**config.mk**
```make
export PLATFORM = sky130hd
export DESIGN_NAME = sal_ram
export DESIGN_NICKNAME = d
export VERILOG_FILES = /design/src/hw/rtl/sal_ram.sv
export SDC_FILE = /design/constraint.sdc
export NUM_CORES = 1
export LEC_CHECK = 0
export BUFFER_PORTS_ARGS = -buffer_cell sky130_fd_sc_hd__clkbuf_2
export CAP_MARGIN = 20
export CORE_MARGIN = 3
export CORE_UTILIZATION = 45
export CTS_CLUSTER_SIZE = 12
export DETAILED_ROUTE_END_ITERATION = 10
export MAX_ROUTING_LAYER = met4
export PLACE_DENSITY = 0.59
export SYNTH_ARGS = -nofsm -noshare
export SYNTH_HDL_FRONTEND = slang
export SYNTH_SLANG_ARGS = --single-unit
export TNS_END_PERCENT = 100
```
**constraint.sdc**
```tcl
create_clock -name i_clk -period 3.3 [get_ports i_clk]
set_clock_uncertainty 0.05 [all_clocks]
set_input_delay 0.99 -clock i_clk [delete_from_list [all_inputs] [get_ports i_clk]]
set_output_delay 0.99 -clock i_clk [all_outputs]
set_load 0.02 [all_outputs]
```
**src/hw/rtl/sal_ram.sv**
```systemverilog
// Generic single-write, single-read synchronous RAM with registered read data.
// Standalone; no package dependencies.
`timescale 1ns / 1ps

module sal_ram #(
    parameter int WIDTH = 8,
    parameter int DEPTH = 16
) (
    input  logic                     i_clk,
    input  logic                     i_we,
    input  logic [$clog2(DEPTH)-1:0] i_waddr,
    input  logic [WIDTH-1:0]         i_wdata,
    input  logic [$clog2(DEPTH)-1:0] i_raddr,
    output logic [WIDTH-1:0]         o_rdata
);

    logic [WIDTH-1:0] r_mem [DEPTH];
    logic [WIDTH-1:0] r_rdata;

    // Write port and registered read port
    always_ff @(posedge i_clk) begin
        if (i_we) begin
            r_mem[i_waddr] <= i_wdata;
        end
        r_rdata <= r_mem[i_raddr];
    end

    assign o_rdata = r_rdata;

endmodule

```
==> results.md, run 1 <==
- Sequential Power Share: 0.479
- Switching Power: 0.7961 mW
- Area after DPL: 5517 µm²
- Worst r2r src: r_mem[8][3]
- Row count: 38
- Initial Utilization: 0.4667
- Core Util, Final: 0.5555
- Routed WL: 10050 µm
- Vias in the first global route: 2462
- Vias: 2412
- Fin nets: 300
- Data required, critical path: 3.53 ns
- Post-Syn Instances: 229
- Clock latency on the worst-skew pair: 0.41 ns
- Core area: 11030 µm²
- R2R setup slack: 1.81 ns
- # clock sinks: 136
- Final hold slack: 0.6274 ns
- Worst vdd ir: 351.3 µV
- CP cell instances: clkbuf_2, buf_12, mux4_1, a22oi_1, nand2_1
- Setup TNS: 0 ns
- Crit Reg-Reg Endpoint: o_rdata[3]
- DRC: 0
- Final hold vios: 0
- Clk buf depth: 2
- CP endpoint kind: flop
- H-tree depth: 4
- Max_cap viols: 0
- Min-delay src: r_mem[7][7]
- Syn nets: 247
- Fin. max-slew vios: 0
- Clk network pwr share: 0.474
- Detail Placement HPWL: 6134 µm
- Rel. slew slack: 0.4390
- Min-Delay Endpoint: o_rdata[7]
- Cell Area, Synth: 5147 µm²
- CP arrival: 2.40 ns
- Worst-margin pin slew: 0.8383 ns
- Fillers: 828
- Internal power: 3.263 mW
- Logic gate share of total power: 0.046
- Initial antenna violation count: 0
- Pleak: 2.102 nW
- Warnings, synthesis: 0
- Status: completed
- Final ANT Viol Nets: 0
- Post-synth EDFFs: 128
- Minimum clock period: 2.172 ns
- Post-synthesis register bit count: 136
- Synth unique cells: 19
- Share of cells above drive strength 1: 0.3119
- TritonCTS Buffers: 17
- Placer Congestion: 0.7194
- First-pass GRT wire length: 15380 µm
- Crit-path max FO: 32
- N_diodes: 0
- Final Cell Area: 6127 µm²
- Area growth, synth to finish: 19.03%
- Net Sw Frac: 0.1962
- Maximum clock frequency: 460.5 MHz
- Seq/Total Area, Yosys: 0.7778
- Final Cycle Share: 0.6580
- TritonCTS clock tree: done
- CP startpoint kind: primary input
- Post-CTS setup buffer count: 0
- Total grt overflow: 0
- RSZ-0062 raised after global routing: false
- DR WL/cell: 23.10 µm
- Total GRT Usage: 0.1770
- Syn Area/Cell: 22.48 µm²
- Die X-Extent: 113.0 µm
- CTS Hold Bufs: 0
- Worst hold path type: reg2reg
- Root buffer cell: clkbuf_16
- Power density over the cells: 662.4 nW/µm²
- Worst reg2reg path depth: 3
- Crit-path slowest cell: mux4_1
- Vias per cell: 5.545
- Drt initial violations: 196
- Largest net degree at the start of global routing: 33
- Cell count of the worst hold path: 3
- Resized cells post-CTS: 0
- Worst path max stage delay: 0.63 ns
- FFs w/ async S/R, synth: 0
- Port Buffers: 25
- Top FF cell, synth: edfxtp_1
- # setup viols final: 0
- Io pins: 26
- Clock transition at path regs: 0.06 ns
- Die area: 12760 µm²
- WS Path Type: in2reg
- Pre-antenna DRT Iters: 4
- Die Y: 113.0 µm
## routing by layer
metal	GRT usage	vias to the layer above	share of wire
met5	-	-	0
met4	0.07051	0	0.012
met3	0.03797	9	0.045
met2	0.2654	58	0.50
met1	0.2400	1264	0.45
li1	-	1081	-
## placed cells by master (no fill, tap or decap), types with 3 or more instances in the layout
cell type	synthesis	layout
a22oi_1	16	16
nand2_1	9	9
mux4_1	14	14
nor3_1	4	4
clkbuf_16	0	17
edfxtp_1	128	128
nor2_1	13	13
mux4_2	18	18
buf_4	1	18
clkinv_4	0	3
dfxtp_1	8	8
bufinv_16	0	4
clkbuf_2	0	25
clkinv_2	0	4
## cell usage after synthesis, types with 2 or more instances
library cell,number,share of area
dfxtp_1,8,0.031
buf_2,3,0.0029
mux4_1,14,0.071
nor3_1,4,0.0039
edfxtp_1,128,0.75
nand2_1,9,0.0066
buf_6,3,0.0066
nand2b_1,2,0.0024
clkdlybuf4s25_2,3,0.0058
a22oi_1,16,0.023
nand3b_1,2,0.0029
mux4_2,18,0.079
nor2_1,13,0.0095
## power by group through the flow
| stage | combinational, mW | clock, mW | sequential (mW) |
|---|---|---|---|
| 4_1_cts | 0.192 | 1.96 | 1.95 |
| 6_report | 0.188 | 1.93 | 1.94 |
| 3_5_place_dp | 0.191 | 0 | 1.98 |
| 3_3_place_gp | 0.189 | 0 | 1.98 |
| 5_1_grt | 0.205 | 2.04 | 1.95 |
| 2_1_floorplan | 0.0980 | 0 | 1.99 |
## registers in the layout (all words and copies together), names as in the netlist
name,flops
o_rdata,8
r_mem,128
## logic make-up after synthesis
family / synth area share
multiplexers: 0.1502
buffers and inverters: 0.01677
AO/OA/AOI/OAI: 0.02334
AND/OR/NAND/NOR: 0.03184
flip-flops: 0.7778
## worst max-delay path by stage
| stage | cells after the start | from | end | slack [ns] |
|---|---|---|---|---|
| 2_1_floorplan | 2 | i_waddr[2] | r_mem[0][0] | 0.77 |
| 5_1_grt | 5 | i_raddr[1] | o_rdata[3] | 1.03 |
| 3_5_place_dp | 5 | i_raddr[1] | o_rdata[3] | 0.65 |
| 4_1_cts | 5 | i_raddr[1] | o_rdata[3] | 1.08 |
| 6_report | 5 | i_raddr[0] | o_rdata[3] | 1.13 |
| 3_3_place_gp | 5 | i_raddr[1] | o_rdata[3] | 0.64 |
## stage by stage
stage	total power, mW	instances	worst slack [ns]
2_1_floorplan	2.088	229	0.7671
3_3_place_gp	2.169	403	0.6384
3_5_place_dp	2.173	403	0.6485
4_1_cts	4.096	435	1.079
5_1_grt	4.192	435	1.032
6_report	4.059	435	1.128
## worst max-delay path: cells and delay by family
| kind | cells | cell delay, ns |
|---|---|---|
| buffers and inverters | 2 | 0.35 |
| AOI/OAI and AO/OA | 1 | 0.32 |
| muxes | 1 | 0.63 |
| and+or+nand+nor | 1 | 0.09 |
## layout make-up
type	instances	area (µm²)	area share
sequential	136	4004	0.6535
clock inverter	14	181.4	0.02961
timing repair buffer	44	280.3	0.04574
multi-input combinational	83	1057	0.1726
clock buffer	18	429.2	0.07004
tap	140	175.2	0.02859
Power figures use the tool's default switching activity.
==> run 2: changes to the inputs <==
==> constraint.sdc (replaced) <==
create_clock -name i_clk -period 2.3 [get_ports i_clk]
set_clock_uncertainty 0.05 [all_clocks]
set_input_delay 0.69 -clock i_clk [delete_from_list [all_inputs] [get_ports i_clk]]
set_output_delay 0.69 -clock i_clk [all_outputs]
set_load 0.02 [all_outputs]
==> run 2 against run 1 <==
Against the previous run: sequential share of layout area shrank 0.42 points; wire length decreased by 5.6%; non-clock buffer count is 5 higher; cell count is 1.1% higher; total power is 41% higher; hold slack worse by 0.010 ns; setup slack worse by 0.65 ns; critical path depth did not move; register-to-register slack worse by 1.0 ns; via count down 1.0%; combinational power increased by 47%; utilization rose by 0.36 points; largest cell class unchanged; highest routed layer unchanged.
==> results.md, run 2 (synthesis results as in run 1) <==
- # setup viols final: 0 (unchanged)
- Initial antenna violation count: 0 (unchanged)
- Critical Path Source: i_raddr[0]
- DR WL/cell: 21.55 µm (-6.7%)
- Worst reg2reg path depth: 3 (unchanged)
- Share of cells above drive strength 1: 0.3200 (+0.008136)
- Largest Register: r_mem
- Io pins: 26 (unchanged)
- CP cell instances: clkbuf_2, buf_12, mux4_1, a22oi_1, nand2_1
- TritonCTS Buffers: 17 (unchanged)
- Initial Utilization: 0.4667 (unchanged)
- Root buffer cell: clkbuf_16
- Pre-antenna DRT Iters: 4 (unchanged)
- Clock latency on the worst-skew pair: 0.40 ns (about the same)
- Final hold vios: 0 (unchanged)
- WS Path Type: in2reg
- Worst hold path type: reg2reg
- Placer Congestion: 0.7418 (+3.1%)
- Routed WL: 9483 µm (-5.6%)
- First-pass GRT wire length: 14840 µm (-3.5%)
- Detail Placement HPWL: 6127 µm (-0.10%)
- Min-delay src: r_mem[15][2]
- CP endpoint kind: flop
- Vias in the first global route: 2514 (+2.1%)
- Crit-path slowest cell: mux4_1
- Port Buffers: 25 (unchanged)
- N_diodes: 0 (unchanged)
- H-tree depth: 4 (unchanged)
- Maximum clock frequency: 550.2 MHz
- Power density over the cells: 925.0 nW/µm² (+40%)
- DRC: 0 (unchanged)
- CP startpoint kind: primary input
- Final ANT Viol Nets: 0 (unchanged)
- RSZ-0062 raised after global routing: false
- Setup TNS: 0 ns (unchanged)
- TritonCTS clock tree: done
- Final non-filler cell total: 440 (+1.1%)
- Dpl ws: 0.04978 ns (-0.5988 ns)
- Clock transition at path regs: 0.06 ns (about the same)
- Core area: 11030 µm² (unchanged)
- R2R setup slack: 0.81 ns (-1.00 ns)
- Rel. slew slack: 0.7260 (+0.2869)
- # clock sinks: 136 (unchanged)
- Worst-margin pin slew: 0.4110 ns (-0.4273 ns)
- Post-CTS setup buffer count: 0 (unchanged)
- Vias per cell: 5.425 (-2.2%)
- Clk buf depth: 2 (unchanged)
- Total GRT Usage: 0.1670 (-0.01000)
- Largest net degree at the start of global routing: 33 (unchanged)
- Max FFs per register: 128 (unchanged)
- WP buf/inv: 2 (unchanged)
- Most frequent cells in the layout: edfxtp_1 (128), clkbuf_2 (25), buf_4 (21)
- Minimum clock period: 1.818 ns
- Worst r2r src: r_mem[1][1]
- Final Cycle Share: 0.7903
- Cell family with most CP delay: multiplexers
- Pleak: 2.113 nW (+0.52%)
- CP arrival: 2.05 ns (-0.35 ns)
- Die Y: 113.0 µm (unchanged)
- Final worst slack: 0.4824 ns (-0.6461 ns)
- Fin. max-slew vios: 0 (unchanged)
- Most common cell after layout, fill and taps aside: edfxtp_1
- Fin nets: 305 (+1.7%)
- Die X-Extent: 113.0 µm (unchanged)
- Area growth, synth to finish: 19.81%
- Worst vdd ir: 535.1 µV (+52%)
- Stages on the worst setup path: 5 (unchanged)
- Fillers: 867 (+4.7%)
- Total grt overflow: 0 (unchanged)
- Die area: 12760 µm² (unchanged)
- Status: completed
- Resized cells post-CTS: 0 (unchanged)
- Row count: 38 (unchanged)
- Inst Count DP: 408 (+1.2%)
- Worst setup path endpoint: o_rdata[1]
- Max_cap viols: 0 (unchanged)
- Vias: 2387 (-1.0%)
- Crit Reg-Reg Endpoint: o_rdata[1]
- Drt initial violations: 153 (-22%)
- Data required, critical path: 2.53 ns (-1.00 ns)
- Worst path max stage delay: 0.56 ns (-0.07 ns)
- CTS Hold Bufs: 0 (unchanged)
- Crit-path max FO: 16 (-50%)
## run 2: worst register-to-register path: cells and delay by family, from the launching register on
family / cells / cell delay [ns]
AOI/OAI and AO/OA: 1 / 0.34
DFF: 1 / 0.36
and+or+nand+nor: 1 / 0.11
muxes: 1 / 0.51
## run 2: through the flow
stage	utilization	power, mW	hold WS [ns]	cell area, µm²
finish	0.5591	5.705	0.6172	6167
global route	0.5591	5.904	0.6646	6167
CTS	0.5591	5.768	0.6201	6167
detailed placement	0.5058	3.122	0.6119	5579
global placement	0.5058	3.115	0.6032	5579
floorplan	-	2.995	0.5793	5147
## run 2: worst min path at each step
stage,to,cells after the start
floorplan,o_rdata[0],3
global placement,o_rdata[2],3
detailed placement,o_rdata[0],3
CTS,o_rdata[2],3
global route,o_rdata[3],3
finish,o_rdata[2],3
## run 2: layer usage
layer | vias up | routed length, µm | GRT usage
li1 | 1093 | - | -
met3 | 11 | 551 | 0.03583
met5 | - | 0 | -
met4 | 0 | 117 | 0.05769
met2 | 68 | 4597 | 0.2512
met1 | 1215 | 4216 | 0.2298
## run 2: power breakdown
group          internal [mW]  switching, mW  total [mW]  leakage [nW]
Clock                   1.69          0.947        2.64         0.274
Sequential              2.77         0.0152        2.79          1.22
Combinational          0.117          0.160       0.277         0.615
Total                   4.58           1.12        5.70          2.11
## run 2: area by class of cell
| type | instances | area (µm²) | area share |
|---|---|---|---|
| multi-input cells | 83 | 1057 | 0.1714 |
| clock buffers | 19 | 432.9 | 0.07020 |
| well taps | 140 | 175.2 | 0.02840 |
| flip-flops and latches | 136 | 4004 | 0.6492 |
| repair buffers | 49 | 342.8 | 0.05559 |
| clock inverters | 13 | 155.1 | 0.02516 |
