## config.mk

```make
export PLATFORM = sky130hd
export DESIGN_NAME = sal_engine
export DESIGN_NICKNAME = d
export VERILOG_FILES = /design/src/hw/rtl/sal_pkg.sv /design/src/hw/rtl/sal_engine.sv
export SDC_FILE = /design/constraint.sdc
export NUM_CORES = 2
export LEC_CHECK = 0
export ABC_AREA = 1
export BUFFER_PORTS_ARGS = -buffer_cell sky130_fd_sc_hd__buf_4
export CORE_MARGIN = 8
export CORE_UTILIZATION = 57
export CTS_CLUSTER_DIAMETER = 30
export DETAILED_ROUTE_END_ITERATION = 12
export GPL_TIMING_DRIVEN = 1
export PLACE_DENSITY_LB_ADDON = 0.15
export SETUP_SLACK_MARGIN = 0.15
export SYNTH_ARGS = -nofsm -noshare
export SYNTH_HDL_FRONTEND = slang
export SYNTH_SLANG_ARGS = --single-unit
```

## constraint.sdc

```tcl
create_clock -name i_clk -period 9.2 [get_ports i_clk]
set_input_delay 1.84 -clock i_clk [delete_from_list [all_inputs] [get_ports i_clk]]
set_output_delay 1.84 -clock i_clk [all_outputs]
set_load 0.1 [all_outputs]
```

## src/hw/rtl/sal_pkg.sv

```systemverilog
// Package for the stack allocator with marks: widths, codes and shared types.
// Used by the top level, the engine and the checker through scoped names; no dependencies.
`timescale 1ns / 1ps

package sal_pkg;

    // Field and state widths
    localparam int ADDR_W      = 32;
    localparam int SPACE_W     = 22;
    localparam int SIZE_W      = 24;
    localparam int ASIZE_W     = SIZE_W + 1;
    localparam int OP_W        = 3;
    localparam int STATUS_W    = 3;
    localparam int MARK_W      = 2;

    // Sizes of the stores
    localparam int MAX_BLOCKS  = 256;
    localparam int IDX_W       = $clog2(MAX_BLOCKS);
    localparam int CNT_W       = IDX_W + 1;
    localparam int MARK_SLOTS  = 4;
    localparam int ALIGN_BYTES = 8;

    // Register defaults
    localparam logic [ADDR_W-1:0]  POOL_BASE_RST = '0;
    localparam logic [SPACE_W-1:0] POOL_SIZE_RST = SPACE_W'(2097152);

    // Configuration register indexes
    localparam int CFG_IDX_W = 1;
    localparam logic [CFG_IDX_W-1:0] REG_POOL_BASE = 1'b0;
    localparam logic [CFG_IDX_W-1:0] REG_POOL_SIZE = 1'b1;

    // Operation codes
    localparam logic [OP_W-1:0] OP_ALLOC     = 3'd0;
    localparam logic [OP_W-1:0] OP_RESIZE    = 3'd1;
    localparam logic [OP_W-1:0] OP_FREE      = 3'd2;
    localparam logic [OP_W-1:0] OP_SET_MARK  = 3'd3;
    localparam logic [OP_W-1:0] OP_FREE_MARK = 3'd4;

    // Status codes
    localparam logic [STATUS_W-1:0] ST_OK        = 3'd0;
    localparam logic [STATUS_W-1:0] ST_ZERO_SIZE = 3'd1;
    localparam logic [STATUS_W-1:0] ST_NO_SPACE  = 3'd2;
    localparam logic [STATUS_W-1:0] ST_TOO_MANY  = 3'd3;
    localparam logic [STATUS_W-1:0] ST_NOT_TOP   = 3'd4;
    localparam logic [STATUS_W-1:0] ST_NOTHING   = 3'd5;

    // One request item
    typedef struct packed {
        logic [OP_W-1:0]   op;
        logic [SIZE_W-1:0] size;
        logic [ADDR_W-1:0] addr;
        logic              is_null;
        logic [MARK_W-1:0] mark;
    } t_req;

    // One result item
    typedef struct packed {
        logic [ADDR_W-1:0]   addr;
        logic [STATUS_W-1:0] status;
        logic [SPACE_W-1:0]  free;
    } t_res;

    // Write port of the size stack
    typedef struct packed {
        logic               en;
        logic [IDX_W-1:0]   addr;
        logic [SPACE_W-1:0] data;
    } t_wr;

    // Read addresses of the size stack (top entry and the one below it)
    typedef struct packed {
        logic [IDX_W-1:0] top;
        logic [IDX_W-1:0] below;
    } t_rd;

endpackage

```

## src/hw/rtl/sal_engine.sv

```systemverilog
// Allocator state registers, mark slots and the per-request update logic.
// Depends on sal_pkg; the size stack itself lives in RAMs outside this module.
`timescale 1ns / 1ps

module sal_engine (
    input  logic                              i_clk,
    input  logic                              i_rst_n,
    input  logic                              i_cfg_wen,
    input  logic [sal_pkg::CFG_IDX_W-1:0]     i_cfg_addr,
    input  logic [sal_pkg::ADDR_W-1:0]        i_cfg_wdata,
    input  logic                              i_exec,
    input  sal_pkg::t_req                     i_req,
    input  logic [sal_pkg::SPACE_W-1:0]       i_rd_top,
    input  logic [sal_pkg::SPACE_W-1:0]       i_rd_below,
    output sal_pkg::t_rd                      o_rd,
    output sal_pkg::t_wr                      o_wr,
    output sal_pkg::t_res                     o_res
);

    localparam logic [sal_pkg::ASIZE_W-1:0] ALIGN_MASK =
        sal_pkg::ASIZE_W'(sal_pkg::ALIGN_BYTES - 1);
    localparam int PAD_W = sal_pkg::ASIZE_W - sal_pkg::SPACE_W;

    // Configuration registers
    logic [sal_pkg::ADDR_W-1:0]  r_pool_base, n_pool_base;
    logic [sal_pkg::SPACE_W-1:0] r_pool_size, n_pool_size;

    // Live allocator state
    logic [sal_pkg::ADDR_W-1:0]  r_next_free, n_next_free;
    logic [sal_pkg::ADDR_W-1:0]  r_top_block, n_top_block;
    logic [sal_pkg::SPACE_W-1:0] r_free_bytes, n_free_bytes;
    logic [sal_pkg::CNT_W-1:0]   r_block_count, n_block_count;

    // Saved states
    logic [sal_pkg::ADDR_W-1:0]  r_mark_next [sal_pkg::MARK_SLOTS];
    logic [sal_pkg::ADDR_W-1:0]  r_mark_top [sal_pkg::MARK_SLOTS];
    logic [sal_pkg::SPACE_W-1:0] r_mark_free [sal_pkg::MARK_SLOTS];
    logic [sal_pkg::CNT_W-1:0]   r_mark_count [sal_pkg::MARK_SLOTS];

    logic [sal_pkg::ASIZE_W-1:0] w_asize;
    logic [sal_pkg::ASIZE_W-1:0] w_free_ext;
    logic [sal_pkg::ASIZE_W-1:0] w_old_ext;
    logic [sal_pkg::CNT_W-1:0]   w_cnt_m1;
    logic [sal_pkg::CNT_W-1:0]   w_cnt_m2;
    logic                        w_set_mark;

    // Aligned request size and widened operands
    assign w_asize    = ({1'b0, i_req.size} + ALIGN_MASK) & ~ALIGN_MASK;
    assign w_free_ext = {{PAD_W{1'b0}}, r_free_bytes};
    assign w_old_ext  = {{PAD_W{1'b0}}, i_rd_top};
    assign w_cnt_m1   = r_block_count - sal_pkg::CNT_W'(1);
    assign w_cnt_m2   = r_block_count - sal_pkg::CNT_W'(2);

    // The size stack is read continuously at the top entry and the one below
    assign o_rd.top   = w_cnt_m1[sal_pkg::IDX_W-1:0];
    assign o_rd.below = w_cnt_m2[sal_pkg::IDX_W-1:0];

    // Request evaluation
    always_comb begin
        logic do_alloc;
        do_alloc      = 1'b0;
        n_next_free   = r_next_free;
        n_top_block   = r_top_block;
        n_free_bytes  = r_free_bytes;
        n_block_count = r_block_count;
        w_set_mark    = 1'b0;
        o_wr          = '0;
        o_res.addr    = '0;
        o_res.status  = sal_pkg::ST_OK;

        unique case (i_req.op)
            sal_pkg::OP_ALLOC: begin
                do_alloc = 1'b1;
            end
            sal_pkg::OP_RESIZE: begin
                if (i_req.is_null) begin
                    do_alloc = 1'b1;
                end else if (i_req.addr != r_top_block || r_block_count == '0) begin
                    o_res.status = sal_pkg::ST_NOT_TOP;
                end else if (w_asize > w_old_ext && (w_asize - w_old_ext) > w_free_ext) begin
                    o_res.status = sal_pkg::ST_NO_SPACE;
                end else begin
                    n_free_bytes = sal_pkg::SPACE_W'(w_free_ext + w_old_ext - w_asize);
                    n_next_free  = r_top_block + sal_pkg::ADDR_W'(w_asize);
                    o_wr.en      = 1'b1;
                    o_wr.addr    = w_cnt_m1[sal_pkg::IDX_W-1:0];
                    o_wr.data    = w_asize[sal_pkg::SPACE_W-1:0];
                    o_res.addr   = r_top_block;
                end
            end
            sal_pkg::OP_FREE: begin
                if (!i_req.is_null) begin
                    if (i_req.addr != r_top_block) begin
                        o_res.status = sal_pkg::ST_NOT_TOP;
                    end else if (r_block_count == '0) begin
                        o_res.status = sal_pkg::ST_NOTHING;
                    end else begin
                        n_block_count = w_cnt_m1;
                        n_free_bytes  = r_free_bytes + i_rd_top;
                        n_next_free   = r_top_block;
                        if (w_cnt_m1 != '0) begin
                            n_top_block = r_top_block - sal_pkg::ADDR_W'(i_rd_below);
                        end
                    end
                end
            end
            sal_pkg::OP_SET_MARK: begin
                w_set_mark = 1'b1;
            end
            sal_pkg::OP_FREE_MARK: begin
                n_next_free   = r_mark_next[i_req.mark];
                n_top_block   = r_mark_top[i_req.mark];
                n_free_bytes  = r_mark_free[i_req.mark];
                n_block_count = r_mark_count[i_req.mark];
            end
            default: begin
                // Unused codes leave the state alone.
            end
        endcase

        // Shared push path for allocate and null resize
        if (do_alloc) begin
            if (i_req.size == '0) begin
                o_res.status = sal_pkg::ST_ZERO_SIZE;
            end else if (w_asize > w_free_ext) begin
                o_res.status = sal_pkg::ST_NO_SPACE;
            end else if (r_block_count >= sal_pkg::CNT_W'(sal_pkg::MAX_BLOCKS)) begin
                o_res.status = sal_pkg::ST_TOO_MANY;
            end else begin
                n_top_block   = r_next_free;
                n_next_free   = r_next_free + sal_pkg::ADDR_W'(w_asize);
                n_free_bytes  = r_free_bytes - w_asize[sal_pkg::SPACE_W-1:0];
                n_block_count = r_block_count + sal_pkg::CNT_W'(1);
                o_wr.en       = 1'b1;
                o_wr.addr     = r_block_count[sal_pkg::IDX_W-1:0];
                o_wr.data     = w_asize[sal_pkg::SPACE_W-1:0];
                o_res.addr    = r_next_free;
            end
        end

        o_res.free = n_free_bytes;
        o_wr.en    = o_wr.en & i_exec;
    end

    // Register values after a configuration write
    always_comb begin
        n_pool_base = r_pool_base;
        n_pool_size = r_pool_size;
        if (i_cfg_wen) begin
            if (i_cfg_addr == sal_pkg::REG_POOL_BASE) begin
                n_pool_base = i_cfg_wdata;
            end else begin
                n_pool_size = i_cfg_wdata[sal_pkg::SPACE_W-1:0];
            end
        end
    end

    // State update: reset loads the defaults; reset and configuration writes reinitialize the live state and all marks
    always_ff @(posedge i_clk) begin
        if (!i_rst_n || i_cfg_wen) begin
            r_pool_base   <= i_rst_n ? n_pool_base : sal_pkg::POOL_BASE_RST;
            r_pool_size   <= i_rst_n ? n_pool_size : sal_pkg::POOL_SIZE_RST;
            r_next_free   <= i_rst_n ? n_pool_base : sal_pkg::POOL_BASE_RST;
            r_top_block   <= i_rst_n ? n_pool_base : sal_pkg::POOL_BASE_RST;
            r_free_bytes  <= i_rst_n ? n_pool_size : sal_pkg::POOL_SIZE_RST;
            r_block_count <= '0;
            for (int i = 0; i < sal_pkg::MARK_SLOTS; i++) begin
                r_mark_next[i]  <= i_rst_n ? n_pool_base : sal_pkg::POOL_BASE_RST;
                r_mark_top[i]   <= i_rst_n ? n_pool_base : sal_pkg::POOL_BASE_RST;
                r_mark_free[i]  <= i_rst_n ? n_pool_size : sal_pkg::POOL_SIZE_RST;
                r_mark_count[i] <= '0;
            end
        end else if (i_exec) begin
            r_next_free   <= n_next_free;
            r_top_block   <= n_top_block;
            r_free_bytes  <= n_free_bytes;
            r_block_count <= n_block_count;
            if (w_set_mark) begin
                r_mark_next[i_req.mark]  <= r_next_free;
                r_mark_top[i_req.mark]   <= r_top_block;
                r_mark_free[i_req.mark]  <= r_free_bytes;
                r_mark_count[i_req.mark] <= r_block_count;
            end
        end
    end

endmodule

```

==> out/results.ini <==
[status]
status=complete, no violations

[logic_synthesis]
synth-edff-count=520
ys_top_cells_by_area=edfxtp_1, nand2_1, o21ai_0, ha_1, inv_1
post_synth.cell_area_avg_sq_um=7.70
synth_ff_type=edfxtp_1
yosysUniqueCellTypes=57
yosysMostFrequentCell=nand2_1
synthTopCellsByCount=nand2_1, o21ai_0, inv_1
synthCells=5106
async_flop_share_pct=0
synth_area_sq_um=39300
yosysTopAreaCell=edfxtp_1
yosys.area.top_type_share_pct=39.7
ys_ff_latch=529
yosysWarnings=0
synth_seq_area_share_pct=40.2

[clocking]
cts_hold_buf=0
post_cts.repair.setup_buffers=0
clk_latency_ns=0.66
cts_tree=yes
cts-root-buf=clkbuf_16
post_cts_resize_count=0
cts_buffers=89
htreeDepth=3
clk_pin_slew_ns=0.05
cts_sinks=529
clock_path_buffers=3

[pwr]
leakagePower_nw=20.2
powerDensity_nw_per_um2=198
irDropWorstVdd_mv=0.141

[hold_path]
holdCritStartpoint=r_next_free[1]$_DFFE_PP_
whs_path_depth=2
min_path_type=reg -> reg
min_to=r_mark_next[3][1]$_DFFE_PP_

[timing]
relSlewSlack_pct=6.45
hold_violations=0
tightestPinTransition_ns=1.39
rsz0062_at_grt=no
finalCritPeriodShare_pct=95.4
skew_ns=0.0364
setup_viol=0
fin_crit_ns=8.77
setup_tns_ns=0
drv_slew=0
fmax_mhz=114

[die]
die_w_um=279
coreArea_sq_um=68500
rows=96
start_util_pct=57.5
die_h_um=279
dieArea_sq_um=77700
io_pins=247

[setup_path]
r2r_cells=18
path_class=in -> out
r2r-end=r_top_block[15]$_DFFE_PP_
rr_startpoint=r_free_bytes[11]$_DFFE_PP_
cp-start-kind=input pin
rrSetupSlack_ns=3.67
worstSetupStartpoint=i_req[37]
critPathMaxStageDelay_ns=0.40
cp.required_ns=7.36
crit_fanout=18
arrival_ns=6.93
cp-end-kind=primary output
crit_slowest_cell=ha_1
critPathMostFrequentCell=nand2_1

[route]
drt_first_pass_iters=8
drc=0
wl_per_cell_um=28.9
vias=41500
viasPerCell=6.62
ant_nets=0
drt_iter0_drc=7719
routed_wl_mm=181

[finish]
post-route-util_pct=66.3
fin_nets=5666
fill_cells=5683
area_delta_synth_final_pct=15.4
layout-drive-gt1-share_pct=11.1

[place]
gp_congestion=1.06
dp_hpwl_mm=132
io_buffer_count=243

[global_route]
grt_usage_pct=44.6
antenna_found_initial=10
grt_max_degree=125
grt_pass1_wl_mm=256
gr-total-overflow=0
grt_pass1_vias=37900

[job]
drv_cap=0

-- cell usage in the layout, fill, tap and decap left out, drive strengths merged, types with 96 or more instances in the layout --
master	instances
buf	358
nand2	1053
o21ai	744
nor2	499
nand3	220
inv	564
ha	194
a21oi	392
xor2	114
edfxtp	520
clkbuf	96
-- cell families (layout without fill, tap and decap cells) --
group                      after synthesis  count (layout)  synth area share (%)
AOI/OAI and AO/OA                     1397            1397                  19.4
xor gates and xnor gates               169             169                  3.76
adders and majority gates              217             217                  7.34
buffers and inverters                  811            1086                  8.08
DFF                                    529             529                  40.2
other                                    1               9               0.00953
and+or+nand+nor                       1982            1982                  21.2
-- per-layer routing --
layer  part of all wire, %  GRT usage (%)
met1                    36           57.9
met2                    39           61.7
met3                    19           21.1
met4                   6.3           22.0
met5                  0.13           1.81
-- where the power goes --
part	switching, mW	internal [mW]
Sequential	0.203	2.92
Clock	1.30	2.14
Combinational	1.74	0.689
Total	3.24	5.75
-- flip-flops by register name, summed over array words and instances (netlist names) --
name,flops
r_block_count,9
r_free_bytes,22
r_mark_count,36
r_mark_free,88
r_mark_next,128
r_mark_top,128
r_next_free,32
r_pool_base,32
r_pool_size,22
r_top_block,32
-- through the flow --
stage | worst slack (ns) | instance area (sq um) | cells | power (mW) | hold slack, ns
2_1_floorplan | -0.428 | 39300 | 5108 | 4.56 | 0.562
3_3_place_gp | 0.341 | 42200 | 6096 | 5.42 | 0.640
5_1_grt | 0.160 | 45400 | 6265 | 9.19 | 0.708
4_1_cts | 0.259 | 45300 | 6264 | 8.81 | 0.669
6_report | 0.426 | 45400 | 6271 | 8.99 | 0.673
3_5_place_dp | 0.289 | 42200 | 6096 | 5.42 | 0.654
-- worst max path at each step --
stage / to / slack (ns) / depth (start not counted)
after floorplan: o_res[41] / -0.43 / 30
after global placement: o_res[11] / 0.34 / 37
after detailed placement: o_res[11] / 0.29 / 37
after CTS: o_res[11] / 0.26 / 37
after global routing: o_res[11] / 0.16 / 38
final: o_res[11] / 0.43 / 36
-- layout make-up --
class | count | area (sq um) | share of cell area [%]
repair buffers | 359 | 2750 | 6.05
clock inverters | 73 | 843 | 1.86
multi-input cells | 3768 | 20500 | 45.2
diodes | 6 | 15.0 | 0.0331
well taps | 882 | 1100 | 2.43
inverters | 559 | 2100 | 4.63
clock buffers | 95 | 2270 | 5.00
flip-flops and latches | 529 | 15800 | 34.8
-- critical path, delay by kind of cell --
family          cells  cell delay (ns)
xor+xnor            1             0.12
compound gates      5             1.00
buf+inv             5             0.77
fa+ha+maj           2             0.69
simple gates       23             2.48
Note: power is estimated with default switching activity, not from simulation.
